===== config.mk =====
export PLATFORM = sky130hd
export DESIGN_NAME = http_header_section_parser_top
export DESIGN_NICKNAME = d
export VERILOG_FILES = /design/src/hdl/hhsp_pkg.sv /design/src/hdl/hhsp_in_stage.sv /design/src/hdl/hhsp_core.sv /design/src/hdl/hhsp_out_reg.sv /design/src/hdl/http_header_section_parser_top.sv
export SDC_FILE = /design/constraint.sdc
export NUM_CORES = 1
export LEC_CHECK = 0
export BUFFER_PORTS_ARGS = -buffer_cell sky130_fd_sc_hd__buf_2
export CORE_MARGIN = 3
export CORE_UTILIZATION = 45
export DETAILED_ROUTE_END_ITERATION = 7
export MAX_ROUTING_LAYER = met4
export PLACE_DENSITY = 0.66
export SYNTH_ARGS = -nofsm -noshare
export SYNTH_HDL_FRONTEND = slang
export SYNTH_SLANG_ARGS = --single-unit

===== constraint.sdc =====
create_clock -name i_clk -period 11.5 [get_ports i_clk]
set_clock_uncertainty 0.15 [all_clocks]
set_input_delay 2.3 -clock i_clk [delete_from_list [all_inputs] [get_ports i_clk]]
set_output_delay 2.3 -clock i_clk [all_outputs]
set_load 0.02 [all_outputs]

===== src/hdl/hhsp_pkg.sv =====
`timescale 1ns / 1ps
// ----------------------------------------------------------------------------
// hhsp_pkg
// Shared types, constants and helpers of the HTTP header section parser.
// ----------------------------------------------------------------------------
package hhsp_pkg;

    // Default buffer size in bytes
    localparam int BUFFER_BYTES_DEF = 65536;

    // Register reset values
    localparam logic [7:0]  HDR_CAP_RST     = 8'd32;
    localparam logic [7:0]  NAME_LIMIT_RST  = 8'd64;
    localparam logic [11:0] VALUE_LIMIT_RST = 12'd1024;

    // Register indexes
    localparam logic [1:0] CFG_HDR_CAP     = 2'd0;
    localparam logic [1:0] CFG_NAME_LIMIT  = 2'd1;
    localparam logic [1:0] CFG_VALUE_LIMIT = 2'd2;

    // Character codes
    localparam logic [7:0]  CH_TAB     = 8'h09;
    localparam logic [7:0]  CH_LF      = 8'h0a;
    localparam logic [7:0]  CH_CR      = 8'h0d;
    localparam logic [7:0]  CH_SP      = 8'h20;
    localparam logic [7:0]  CH_COLON   = 8'h3a;
    localparam logic [7:0]  CH_DEL     = 8'h7f;
    localparam logic [7:0]  CTRL_LIMIT = 8'h20;
    localparam logic [23:0] TERM_TAIL  = 24'h0d0a0d;

    // Result kinds
    localparam logic KIND_SPAN   = 1'b0;
    localparam logic KIND_STATUS = 1'b1;

    typedef enum logic [1:0] {
        PH_REQLINE,
        PH_NAME,
        PH_VALUE,
        PH_DONE
    } t_phase;

    typedef enum logic [1:0] {
        ERR_NONE  = 2'd0,
        ERR_BAD   = 2'd1,
        ERR_LARGE = 2'd2
    } t_err;

    typedef struct packed {
        logic [7:0] data_byte;
        logic       is_last;
    } t_in_item;

    typedef struct packed {
        logic        result_kind;
        logic [15:0] name_offset;
        logic [7:0]  name_len;
        logic [15:0] value_offset;
        logic [11:0] value_len;
        logic [7:0]  header_index;
        logic [1:0]  status;
        logic [7:0]  headers_kept;
    } t_out_item;

    typedef struct packed {
        logic [7:0]  hdr_cap;
        logic [7:0]  name_limit;
        logic [11:0] value_limit;
    } t_cfg;

    // RFC 7230 token character
    function automatic logic is_token(input logic [7:0] c);
        logic res;
        case (c) inside
            [8'h41:8'h5a], [8'h61:8'h7a], [8'h30:8'h39],
            8'h21, 8'h23, 8'h24, 8'h25, 8'h26, 8'h27, 8'h2a,
            8'h2b, 8'h2d, 8'h2e, 8'h5e, 8'h5f, 8'h60, 8'h7c, 8'h7e: res = 1'b1;
            default: res = 1'b0;
        endcase
        return res;
    endfunction

endpackage


===== src/hdl/hhsp_in_stage.sv =====
`timescale 1ns / 1ps
// ----------------------------------------------------------------------------
// hhsp_in_stage
// Input register: holds one byte transaction until the parser core takes it.
// ----------------------------------------------------------------------------
module hhsp_in_stage (
    input  logic               i_clk,
    input  logic               i_rst_n,
    input  logic               i_valid,
    output logic               o_stall,
    input  hhsp_pkg::t_in_item i_data,
    input  logic               i_advance,
    output logic               o_fire,
    output hhsp_pkg::t_in_item o_item
);
    import hhsp_pkg::*;

    logic     r_valid;
    t_in_item r_item;

    // Hold while a byte waits and the core cannot take it
    assign o_stall = r_valid && !i_advance;
    assign o_fire  = r_valid && i_advance;
    assign o_item  = r_item;

    always_ff @(posedge i_clk) begin
        if (!i_rst_n) begin
            r_valid <= 1'b0;
        end else if (!o_stall) begin
            r_valid <= i_valid;
        end
    end

    always_ff @(posedge i_clk) begin
        if (!o_stall && i_valid) begin
            r_item <= i_data;
        end
    end

endmodule


===== src/hdl/hhsp_core.sv =====
`timescale 1ns / 1ps
// ----------------------------------------------------------------------------
// hhsp_core
// Per-byte line scanner: phase state, line bookkeeping and result formation.
// ----------------------------------------------------------------------------
module hhsp_core #(
    parameter int BUFFER_BYTES = hhsp_pkg::BUFFER_BYTES_DEF
) (
    input  logic                i_clk,
    input  logic                i_rst_n,
    input  hhsp_pkg::t_cfg      i_cfg,
    input  logic                i_fire,
    input  hhsp_pkg::t_in_item  i_item,
    output logic                o_res_valid,
    output hhsp_pkg::t_out_item o_res
);
    import hhsp_pkg::*;

    localparam int POS_W = $clog2(BUFFER_BYTES);
    localparam int LEN_W = (POS_W > 12) ? POS_W : 12;
    localparam logic [POS_W-1:0] POS_LAST = POS_W'(BUFFER_BYTES - 1);

    t_phase           r_phase, n_phase;
    t_err             r_err, n_err;
    logic [POS_W-1:0] r_pos, n_pos;
    logic [23:0]      r_recent, n_recent;
    logic [POS_W-1:0] r_hdr_start, n_hdr_start;
    logic [7:0]       r_name_cnt, n_name_cnt;
    logic             r_name_ok, n_name_ok;
    logic [POS_W-1:0] r_vfirst, n_vfirst;
    logic [POS_W-1:0] r_vlast, n_vlast;
    logic             r_vseen, n_vseen;
    logic             r_vok, n_vok;
    logic [7:0]       r_stored, n_stored;

    logic [7:0]       b;
    logic [7:0]       prev;
    logic             last;
    logic             term;
    logic             is_lf;
    logic             is_colon;
    logic             reqline_ok;
    logic [LEN_W-1:0] vlen;
    t_err             close_err;

    // ---------------------------------------------------------------- decode
    always_comb begin
        b          = i_item.data_byte;
        prev       = r_recent[7:0];
        last       = i_item.is_last || (r_pos == POS_LAST);
        is_lf      = (b == CH_LF);
        is_colon   = (b == CH_COLON);
        term       = is_lf && (r_recent == TERM_TAIL);
        reqline_ok = (prev == CH_CR) && (r_pos != '0);
        vlen       = r_vseen ? (LEN_W'(r_vlast) - LEN_W'(r_vfirst) + LEN_W'(1)) : '0;
        // Checks in priority order; first failure wins
        if (prev != CH_CR) begin
            close_err = ERR_BAD;
        end else if (r_name_cnt == '0 || !r_name_ok || r_name_cnt >= i_cfg.name_limit) begin
            close_err = ERR_BAD;
        end else if (vlen >= LEN_W'(i_cfg.value_limit)) begin
            close_err = ERR_LARGE;
        end else if (!r_vok) begin
            close_err = ERR_BAD;
        end else if (r_stored >= i_cfg.hdr_cap) begin
            close_err = ERR_LARGE;
        end else begin
            close_err = ERR_NONE;
        end
    end

    // ------------------------------------------------------------ next phase
    always_comb begin
        n_phase = r_phase;
        if (i_fire) begin
            if (r_phase == PH_DONE || term) begin
                n_phase = last ? PH_REQLINE : PH_DONE;
            end else if (last) begin
                n_phase = PH_REQLINE;
            end else if (r_err == ERR_NONE) begin
                case (r_phase)
                    PH_REQLINE: begin
                        if (is_lf && reqline_ok) begin
                            n_phase = PH_NAME;
                        end
                    end
                    PH_NAME: begin
                        if (!is_lf && is_colon) begin
                            n_phase = PH_VALUE;
                        end
                    end
                    PH_VALUE: begin
                        if (is_lf && close_err == ERR_NONE) begin
                            n_phase = PH_NAME;
                        end
                    end
                    default: n_phase = r_phase;
                endcase
            end
        end
    end

    // ------------------------------------------------- datapath and results
    always_comb begin
        logic             do_clear;
        logic             do_shift;
        logic             do_open;
        logic             v_seen;
        logic [POS_W-1:0] v_first;
        logic [POS_W-1:0] v_last;
        logic             v_ok;

        do_clear = 1'b0;
        do_shift = 1'b0;
        do_open  = 1'b0;
        v_seen   = r_vseen;
        v_first  = r_vfirst;
        v_last   = r_vlast;
        v_ok     = r_vok;

        n_err       = r_err;
        n_pos       = r_pos;
        n_recent    = r_recent;
        n_hdr_start = r_hdr_start;
        n_name_cnt  = r_name_cnt;
        n_name_ok   = r_name_ok;
        n_vfirst    = r_vfirst;
        n_vlast     = r_vlast;
        n_vseen     = r_vseen;
        n_vok       = r_vok;
        n_stored    = r_stored;
        o_res_valid = 1'b0;
        o_res       = '0;

        if (i_fire) begin
            if (r_phase == PH_DONE) begin
                do_clear = last;
                do_shift = !last;
            end else if (term) begin
                o_res_valid        = 1'b1;
                o_res.result_kind  = KIND_STATUS;
                o_res.status       = r_err;
                o_res.headers_kept = r_stored;
                do_clear           = last;
                do_shift           = !last;
            end else if (last) begin
                // No terminator: drop every span of this buffer
                o_res_valid       = 1'b1;
                o_res.result_kind = KIND_STATUS;
                o_res.status      = ERR_BAD;
                do_clear          = 1'b1;
            end else begin
                do_shift = 1'b1;
                if (r_err == ERR_NONE) begin
                    case (r_phase)
                        PH_REQLINE: begin
                            if (is_lf) begin
                                if (reqline_ok) begin
                                    do_open = 1'b1;
                                end else begin
                                    n_err = ERR_BAD;
                                end
                            end
                        end
                        PH_NAME: begin
                            if (is_lf) begin
                                n_err = ERR_BAD;
                            end else if (!is_colon) begin
                                if (r_name_cnt != 8'hff) begin
                                    n_name_cnt = r_name_cnt + 8'd1;
                                end
                                if (!is_token(b)) begin
                                    n_name_ok = 1'b0;
                                end
                            end
                        end
                        PH_VALUE: begin
                            if (is_lf) begin
                                if (close_err != ERR_NONE) begin
                                    n_err = close_err;
                                end else begin
                                    o_res_valid        = 1'b1;
                                    o_res.result_kind  = KIND_SPAN;
                                    o_res.name_offset  = 16'(r_hdr_start);
                                    o_res.name_len     = r_name_cnt;
                                    o_res.value_offset = r_vseen ? 16'(r_vfirst)
                                                                 : 16'(r_pos - POS_W'(1));
                                    o_res.value_len    = 12'(vlen);
                                    o_res.header_index = r_stored;
                                    n_stored           = r_stored + 8'd1;
                                    do_open            = 1'b1;
                                end
                            end else begin
                                // A CR inside the value is a value byte after all
                                if (prev == CH_CR) begin
                                    if (!v_seen) begin
                                        v_first = r_pos - POS_W'(1);
                                    end
                                    v_seen = 1'b1;
                                    v_last = r_pos - POS_W'(1);
                                    v_ok   = 1'b0;
                                end
                                if (b != CH_CR) begin
                                    if (b != CH_SP && b != CH_TAB) begin
                                        if (!v_seen) begin
                                            v_first = r_pos;
                                        end
                                        v_seen = 1'b1;
                                        v_last = r_pos;
                                    end
                                    if ((b < CTRL_LIMIT && b != CH_TAB) || b == CH_DEL) begin
                                        v_ok = 1'b0;
                                    end
                                end
                                n_vseen  = v_seen;
                                n_vfirst = v_first;
                                n_vlast  = v_last;
                                n_vok    = v_ok;
                            end
                        end
                        default: n_err = r_err;
                    endcase
                end
            end

            if (do_shift) begin
                n_recent = {r_recent[15:0], b};
                n_pos    = r_pos + POS_W'(1);
            end
            if (do_open) begin
                n_hdr_start = r_pos + POS_W'(1);
                n_name_cnt  = '0;
                n_name_ok   = 1'b1;
                n_vfirst    = '0;
                n_vlast     = '0;
                n_vseen     = 1'b0;
                n_vok       = 1'b1;
            end
            if (do_clear) begin
                n_err       = ERR_NONE;
                n_pos       = '0;
                n_recent    = '0;
                n_hdr_start = '0;
                n_name_cnt  = '0;
                n_name_ok   = 1'b1;
                n_vfirst    = '0;
                n_vlast     = '0;
                n_vseen     = 1'b0;
                n_vok       = 1'b1;
                n_stored    = '0;
            end
        end
    end

    always_ff @(posedge i_clk) begin
        if (!i_rst_n) begin
            r_phase     <= PH_REQLINE;
            r_err       <= ERR_NONE;
            r_pos       <= '0;
            r_recent    <= '0;
            r_hdr_start <= '0;
            r_name_cnt  <= '0;
            r_name_ok   <= 1'b1;
            r_vfirst    <= '0;
            r_vlast     <= '0;
            r_vseen     <= 1'b0;
            r_vok       <= 1'b1;
            r_stored    <= '0;
        end else begin
            r_phase     <= n_phase;
            r_err       <= n_err;
            r_pos       <= n_pos;
            r_recent    <= n_recent;
            r_hdr_start <= n_hdr_start;
            r_name_cnt  <= n_name_cnt;
            r_name_ok   <= n_name_ok;
            r_vfirst    <= n_vfirst;
            r_vlast     <= n_vlast;
            r_vseen     <= n_vseen;
            r_vok       <= n_vok;
            r_stored    <= n_stored;
        end
    end

endmodule


===== src/hdl/hhsp_out_reg.sv =====
`timescale 1ns / 1ps
// ----------------------------------------------------------------------------
// hhsp_out_reg
// Result register: holds one result transaction until downstream takes it.
// ----------------------------------------------------------------------------
module hhsp_out_reg (
    input  logic                i_clk,
    input  logic                i_rst_n,
    input  logic                i_fire,
    input  logic                i_res_valid,
    input  hhsp_pkg::t_out_item i_res,
    output logic                o_advance,
    output logic                o_valid,
    input  logic                i_stall,
    output hhsp_pkg::t_out_item o_data
);
    import hhsp_pkg::*;

    logic      r_valid;
    t_out_item r_data;

    // Advance when the register is empty or being drained
    assign o_advance = !r_valid || !i_stall;
    assign o_valid   = r_valid;
    assign o_data    = r_data;

    always_ff @(posedge i_clk) begin
        if (!i_rst_n) begin
            r_valid <= 1'b0;
        end else if (o_advance) begin
            r_valid <= i_fire && i_res_valid;
        end
    end

    always_ff @(posedge i_clk) begin
        if (o_advance && i_fire && i_res_valid) begin
            r_data <= i_res;
        end
    end

endmodule


===== src/hdl/http_header_section_parser_top.sv =====
`timescale 1ns / 1ps
// ----------------------------------------------------------------------------
// http_header_section_parser_top
// HTTP/1.1 header section scanner: one request byte per transaction in,
// header name/value spans and one final status per buffer out.
// ----------------------------------------------------------------------------
//  Channel   Direction  Handshake                  Payload
//  input     in         i_valid / o_stall          i_data  (t_in_item)
//  result    out        o_valid / i_stall          o_data  (t_out_item)
//  config    in         i_cfg_valid / o_cfg_ready  i_cfg_index, i_cfg_data
//
//  One byte is taken every cycle while results are not stalled; each result is
//  registered (the byte lands in the input register, then the result
//  register loads from the core's combinational output).
//  The per-byte line bookkeeping in the core sets this byte rate.
//  Reset returns the scanner to the request line and loads register defaults.
//  A stalled result holds the core; one more byte waits in the input register.
// ----------------------------------------------------------------------------
module http_header_section_parser_top #(
    parameter int BUFFER_BYTES = hhsp_pkg::BUFFER_BYTES_DEF
) (
    input  logic                i_clk,
    input  logic                i_rst_n,
    input  logic                i_valid,
    output logic                o_stall,
    input  hhsp_pkg::t_in_item  i_data,
    output logic                o_valid,
    input  logic                i_stall,
    output hhsp_pkg::t_out_item o_data,
    input  logic                i_cfg_valid,
    output logic                o_cfg_ready,
    input  logic [1:0]          i_cfg_index,
    input  logic [11:0]         i_cfg_data
);
    import hhsp_pkg::*;

    t_cfg      r_cfg;
    logic      advance;
    logic      fire;
    t_in_item  item;
    logic      res_valid;
    t_out_item res;

    assign o_cfg_ready = 1'b1;

    // Writes to an unlisted index are dropped
    always_ff @(posedge i_clk) begin
        if (!i_rst_n) begin
            r_cfg.hdr_cap     <= HDR_CAP_RST;
            r_cfg.name_limit  <= NAME_LIMIT_RST;
            r_cfg.value_limit <= VALUE_LIMIT_RST;
        end else if (i_cfg_valid && o_cfg_ready) begin
            case (i_cfg_index)
                CFG_HDR_CAP:     r_cfg.hdr_cap     <= i_cfg_data[7:0];
                CFG_NAME_LIMIT:  r_cfg.name_limit  <= i_cfg_data[7:0];
                CFG_VALUE_LIMIT: r_cfg.value_limit <= i_cfg_data;
                default:         r_cfg <= r_cfg;
            endcase
        end
    end

    hhsp_in_stage u_in_stage (
        .i_clk     (i_clk),
        .i_rst_n   (i_rst_n),
        .i_valid   (i_valid),
        .o_stall   (o_stall),
        .i_data    (i_data),
        .i_advance (advance),
        .o_fire    (fire),
        .o_item    (item)
    );

    hhsp_core #(
        .BUFFER_BYTES (BUFFER_BYTES)
    ) u_core (
        .i_clk       (i_clk),
        .i_rst_n     (i_rst_n),
        .i_cfg       (r_cfg),
        .i_fire      (fire),
        .i_item      (item),
        .o_res_valid (res_valid),
        .o_res       (res)
    );

    hhsp_out_reg u_out_reg (
        .i_clk       (i_clk),
        .i_rst_n     (i_rst_n),
        .i_fire      (fire),
        .i_res_valid (res_valid),
        .i_res       (res),
        .o_advance   (advance),
        .o_valid     (o_valid),
        .i_stall     (i_stall),
        .o_data      (o_data)
    );

endmodule

# ---- Word level (Yosys, flattened, before mapping)
# Cells that the tools add are included.
dict set report totals {
  ff_bits 221
  output_inout_bits 74
  word_cells 313
}
dict set report classes {
  n_addsub 6
  n_lt_le_gt_ge 10
  n_eq_ne 49
  mux 153
  bitwise 5
  n_reduce_logical 63
}
# cell n
set ops {}
lappend ops {{16-bit 2-to-1 mux} 29}
lappend ops {{61-bit 2-to-1 mux} 3}
lappend ops {{8-bit 2-to-1 mux} 18}
lappend ops {{8-bit by 6-bit equality test with 1-bit output (second input constant)} 11}
lappend ops {{1-bit 2-to-1 mux} 74}
lappend ops {{60-bit 2-to-1 mux} 1}
lappend ops {{8-bit by 7-bit equality test with 1-bit output (second input constant)} 6}
lappend ops {{24-bit 2-to-1 mux} 2}
lappend ops {{2-bit 2-to-1 mux} 23}
lappend ops {{16-bit by 1-bit adder with 16-bit output (second input constant)} 2}
lappend ops {{24-bit by 20-bit equality test with 1-bit output (second input constant)} 1}
lappend ops {{8-bit by 4-bit inequality test with 1-bit output (second input constant)} 3}
lappend ops {{3-bit inequality test (second input constant)} 7}
lappend ops {{9-bit AND reduction} 2}
lappend ops {{18-bit OR reduction} 1}
lappend ops {{8-bit by 1-bit adder with 8-bit output (second input constant)} 2}
lappend ops {{16-bit equality test (second input constant)} 1}
lappend ops {{8-bit by 4-bit equality test with 1-bit output (second input constant)} 2}
lappend ops {{16-bit by 12-bit greater-or-equal comparator with 1-bit output} 1}
lappend ops {{8-bit by 7-bit greater-or-equal comparator with 1-bit output (second input constant)} 2}
lappend ops {{8-bit greater-or-equal comparator} 2}
lappend ops {{8-bit by 7-bit less-or-equal comparator with 1-bit output (second input constant)} 2}
lappend ops {{1-bit logical AND} 16}
lappend ops {{16-bit nonzero test} 1}
lappend ops {{other kinds (31)} 74}

# ---- Longest topological paths before layout
dict set report depth {
  ltp_word 22
  depth_mapped 25
  mapped_depth_nobuf 22
}

# ---- Cells and area by module
# From an unflattened synthesis, not the netlist that was laid out.
dict set report unflattened {
  cells_unflattened 1381
  area_unflattened_um2 12258.0
}
# module n_inst cells_each area_each_um2
set by_module_without_submodules {}
lappend by_module_without_submodules {hhsp_core 1 1180 8657.1}
lappend by_module_without_submodules {hhsp_out_reg 1 76 2178.3}
lappend by_module_without_submodules {http_header_section_parser_top 1 111 1098.6}
lappend by_module_without_submodules {hhsp_in_stage 1 14 324.1}

# ---- Worst setup path before layout
# Ideal clock, no wire load.
dict set report synth_timing {
  path_type {register to register}
  startpoint {register u_core.r_vfirst[2]}
  endpoint {register u_out_reg.r_data (netlist bit u_out_reg.o_data[0]) (enable)}
  setup_ps 527
  t_arrival_ps 7409
  setup_slack_ps 3414
  stages_incl_launch_ff 21
  n_path_buf 0
  period_less_slack_ps 8086
  cell_sequence {dfxtp_1 inv_1 ha_1 ha_1 a21o_1 and4_1 a311oi_2 o21ai_0 a21o_1 a21oi_1 xnor2_1 and2_1 ha_1 a21oi_1 nor2b_1 nor2_1 nand2_1 or4_1 o41ai_1 nand2_1 o22ai_1}
}
dict set report synth_between {
  elab_chain_cells 17
}
# item line
set synth_rtl {}
lappend synth_rtl {{start, declared} hhsp_core.sv:30} ;# logic [POS_W-1:0] r_vfirst, n_vfirst;
lappend synth_rtl {{start signal, assigned} hhsp_core.sv:277} ;# r_vfirst <= n_vfirst;
lappend synth_rtl {{16-bit subtractor} hhsp_core.sv:55} ;# vlen = r_vseen ? (LEN_W'(r_vlast) - LEN_W'(r_vfirst) + LEN_W'(1)) : '0;
lappend synth_rtl {{16-bit by 1-bit adder with 16-bit output} hhsp_core.sv:55}
lappend synth_rtl {{16-bit 2-to-1 mux} hhsp_core.sv:55}
lappend synth_rtl {{via u_core.vlen[10]} hhsp_core.sv:43} ;# logic [LEN_W-1:0] vlen;
lappend synth_rtl {{16-bit by 12-bit greater-or-equal comparator with 1-bit output} hhsp_core.sv:61} ;# end else if (vlen >= LEN_W'(i_cfg.value_limit)) begin
lappend synth_rtl {{2-bit 2-to-1 mux} hhsp_core.sv:61}
lappend synth_rtl {{2-bit 2-to-1 mux} hhsp_core.sv:59} ;# end else if (r_name_cnt == '0 || !r_name_ok || r_name_cnt >= i_cfg.name_limit) begin
lappend synth_rtl {{2-bit 2-to-1 mux} hhsp_core.sv:57} ;# if (prev != CH_CR) begin
lappend synth_rtl {{(+2 left out)} -}
lappend synth_rtl {{1-bit 2-to-1 mux} hhsp_core.sv:178} ;# if (is_lf) begin
lappend synth_rtl {{1-bit 2-to-1 mux} hhsp_core.sv:155} ;# case (r_phase)
lappend synth_rtl {{1-bit 2-to-1 mux} hhsp_core.sv:154} ;# if (r_err == ERR_NONE) begin
lappend synth_rtl {{1-bit 2-to-1 mux} hhsp_core.sv:146} ;# end else if (last) begin
lappend synth_rtl {{1-bit 2-to-1 mux} hhsp_core.sv:139} ;# end else if (term) begin
lappend synth_rtl {{1-bit 2-to-1 mux} hhsp_core.sv:136} ;# if (r_phase == PH_DONE) begin
lappend synth_rtl {{1-bit 2-to-1 mux} hhsp_core.sv:135} ;# if (i_fire) begin
lappend synth_rtl {{1-bit logical AND} hhsp_out_reg.sv:36} ;# if (o_advance && i_fire && i_res_valid) begin
lappend synth_rtl {{end signal, assigned} hhsp_out_reg.sv:37} ;# r_data <= i_res;
lappend synth_rtl {{end, declared} hhsp_out_reg.sv:20} ;# t_out_item r_data;
# The timed path passes the listed nets, and every way through them passes these cells.
# A chain may end at the register's enable or synchronous reset.

# ---- Final worst setup path
dict set report layout_timing {
  startpoint {register u_core.r_vfirst[2]}
  endpoint {register u_core.r_hdr_start[5]}
}
dict set report layout_between {
  elab_chain_cells 18
}
# item line
set layout_rtl {}
lappend layout_rtl {{16-bit subtractor} hhsp_core.sv:55}
lappend layout_rtl {{16-bit by 1-bit adder with 16-bit output} hhsp_core.sv:55}
lappend layout_rtl {{16-bit 2-to-1 mux} hhsp_core.sv:55}
lappend layout_rtl {{via u_core.vlen[10]} hhsp_core.sv:43}
lappend layout_rtl {{16-bit by 12-bit greater-or-equal comparator with 1-bit output} hhsp_core.sv:61}
lappend layout_rtl {{2-bit 2-to-1 mux} hhsp_core.sv:61}
lappend layout_rtl {{2-bit 2-to-1 mux} hhsp_core.sv:59}
lappend layout_rtl {{2-bit 2-to-1 mux} hhsp_core.sv:57}
lappend layout_rtl {{(+3 left out)} -}
lappend layout_rtl {{1-bit case mux with 2 select lines} hhsp_core.sv:155}
lappend layout_rtl {{1-bit 2-to-1 mux} hhsp_core.sv:154}
lappend layout_rtl {{1-bit 2-to-1 mux} hhsp_core.sv:146}
lappend layout_rtl {{1-bit 2-to-1 mux} hhsp_core.sv:139}
lappend layout_rtl {{1-bit 2-to-1 mux} hhsp_core.sv:136}
lappend layout_rtl {{1-bit 2-to-1 mux} hhsp_core.sv:135}
lappend layout_rtl {{2-bit nonzero test (no line)} -}
lappend layout_rtl {{2-bit AND reduction (no line)} -}
lappend layout_rtl {{end signal, assigned} hhsp_core.sv:274} ;# r_hdr_start <= n_hdr_start;
lappend layout_rtl {{end, declared} hhsp_core.sv:27} ;# logic [POS_W-1:0] r_hdr_start, n_hdr_start;
# The timed path passes the listed nets, and every way through them passes these cells. The select of a mux whose other input is x is not followed.

==> impl_metrics.json <==
{
  "outcome": "completed",
  "synth_enable_flop_cells": 80,
  "syn-num-nets": 1452,
  "final_common_cell": "nand2_1",
  "dieArea_um2": 28200,
  "clockBufferDepth": 3,
  "critPathTopFamily": "compound AO/OA/AOI/OAI gates",
  "root_buffer": "clkbuf_16",
  "rsz0062_at_grt": "false",
  "coreArea_um2": 25500,
  "finalCritPeriodShare": 0.566,
  "post-cts-setup-buffers": 0,
  "wl_mm": 31.8,
  "htree_levels": 1,
  "slew-limit-headroom": 0.221,
  "antenna_found_initial": 0,
  "num-fill-cells": 2385,
  "overflow": 0,
  "holdBufCountCts": 0,
  "yosys_most_used_dff": "dfxtp_1",
  "cp_cell_sequence": "inv_1 -> ha_1 -> ha_1 -> a21o_1 -> and4_1 -> a311oi_2 -> o21ai_0 -> a21o_1 -> a21oi_1 -> xnor2_1 -> and2_1 -> ha_1 -> a21oi_1 -> nor2b_1 -> nor3_1 -> o21ai_0 -> o2111ai_1 -> a2111o_1 -> nand2b_1 -> nor2_1 -> o2bb2ai_1",
  "synthesis.area_um2": 11800,
  "pin_count": 102,
  "critPathLaunchType": "flop",
  "netlist_instances": 1360,
  "crit_slowest_cell": "a2111o_1",
  "hpwl_mm": 21.9,
  "layout-drive-gt1-share": 0.124,
  "path_clk_slew_ns": 0.06,
  "worstMarginPinSlew_ns": 1.17,
  "fin_tns_setup_ns": 0,
  "seq_area_frac_synth": 0.443,
  "grt.total_usage": 0.227,
  "grt_pass1_vias": 9655,
  "post_cts_resize_count": 0,
  "cts-buffers-inserted": 25,
  "synthDistinctLibCells": 79,
  "drt_pass1_iterations": 5,
  "power_density_nw_per_um2": 135,
  "multiInputGateArea_um2": 6060,
  "grt_pass1_wl_mm": 51.2,
  "min_period_ns": 6.51,
  "async_reset_ff_frac": 0,
  "worst-path-buf-inv": 1,
  "io_buffers": 100,
  "clk_latency_ns": 0.53,
  "required_ns": 11.80,
  "drc": 0,
  "end_kind": "flop",
  "nets": 1506,
  "syn_area_per_cell_um2": 8.68,
  "finalMaxSlewViolations": 0,
  "cpMostUsedCell": "ha_1",
  "viasPerCell": 5.73,
  "critPathKind": "reg -> reg",
  "dp_cells": 1717,
  "regArea_um2": 5230,
  "finalSetupViolations": 0,
  "die_x_um": 168,
  "critPathMaxStageDelay_ns": 0.88,
  "cap_violations": 0,
  "max_clock_freq_mhz": 154,
  "hold_viol_final": 0,
  "wl_per_cell_um": 18.0,
  "drtIter0Drc": 852,
  "p_leak_nw": 5.23,
  "ant_nets": 0,
  "antennaDiodeCount": 0,
  "peakVddDrop_mv": 0.0864,
  "start_util": 0.463,
  "vias": 10100,
  "yosysWarnings": 0,
  "synth-seq-cells": 221,
  "crit_fanout": 22,
  "synthToLayoutAreaGrowth_pct": 13.5,
  "cts_tree": "done",
  "worstPathArrival_ns": 6.81,
  "final_cells": 1763,
  "grt_max_degree": 55,
  "clock-sinks": 221,
  "rows": 58,
  "die_y_um": 168,
  "final_cell_mix": "nand2_1, nor2_1, dfxtp_1, a21oi_1, buf_2",
  "min_path_type": "reg -> reg",
  "gp_congestion": 0.947
}
==> worst min-delay path, cell delays in order (launching register included) <==
cell and delay, ns:
dfxtp_1 0.30, nand2_1 0.05, a21oi_1 0.05
==> synth_stat cells (19+ instances only) <==
cell | instances | share of area
xnor2_1 | 21 | 0.016
o21ai_0 | 56 | 0.024
inv_1 | 57 | 0.018
xor2_1 | 20 | 0.015
clkbuf_1 | 71 | 0.023
nand2_1 | 155 | 0.049
o22ai_1 | 22 | 0.012
a21oi_1 | 121 | 0.051
nor3_1 | 21 | 0.0089
nor2_1 | 154 | 0.049
edfxtp_1 | 80 | 0.20
dfxtp_1 | 141 | 0.24
o21ai_1 | 19 | 0.0081
and2_1 | 55 | 0.029
ha_1 | 63 | 0.067
nand3_1 | 51 | 0.022
==> per-stage QoR <==
stage	setup slack [ns]	cell area, µm²	utilization	power [mW]	hold WS, ns
after CTS	4.98	13400	0.526	1.82	0.305
final	4.99	13400	0.526	1.80	0.303
after global routing	4.59	13400	0.526	1.86	0.322
after floorplan	3.41	11800	-	0.917	0.274
after global placement	5.11	12500	0.491	0.950	0.288
after detailed placement	5.01	12500	0.491	0.951	0.289
==> report_power, final <==
part / switching (mW) / internal [mW]
Clock: 0.322 / 0.545
Combinational: 0.0738 / 0.0328
Sequential: 0.00903 / 0.819
Total: 0.405 / 1.40
==> sequential cells by signal, indices dropped and copies added, names as in the netlist, 9 cells and up <==
register and flops:
u_core.r_recent 24, u_core.r_pos 16, u_core.r_vfirst 16, u_core.r_hdr_start 16
u_out_reg.o_data 71, r_cfg 28, u_in_stage.o_item 9, u_core.r_vlast 16
==> metal layers <==
layer  global-route usage  up-vias  part of all wire
met2                0.351      302              0.45
met4               0.0644        0             0.024
met5                    -        -                 0
met3               0.0291       55             0.063
met1                0.316     4803              0.46
li1                     -     4934                 -
==> path summary, 6_finish.rpt <==
kind	from	to	slack, ns	cells past startpoint
worst max-delay path	u_core.r_vfirst[2]	u_core.r_hdr_start[5]	4.99	21
worst min-delay path	u_core.r_hdr_start[12]	u_core.r_hdr_start[12]	0.30	2
worst max register to register	u_core.r_vfirst[2]	u_core.r_hdr_start[5]	4.99	21
worst min register to register	u_core.r_hdr_start[12]	u_core.r_hdr_start[12]	0.30	2
==> final cells by class <==
cell class / count / share of cell area
inverter: 57 / 0.0160
clock buffer: 30 / 0.0496
clock inverter: 16 / 0.0174
multi-input combinational: 998 / 0.453
sequential: 221 / 0.390
tap: 330 / 0.0308
timing repair buffer: 111 / 0.0435
==> kinds of logic after synthesis <==
logic type	synth area share
and+or+nand+nor	0.226
AOI/OAI and AO/OA	0.176
DFF	0.443
buffers and inverters	0.0474
adders and majority gates	0.0685
xor gates and xnor gates	0.0304
muxes	0.00848
other	0.000318
Power figures use the tool's default switching activity.
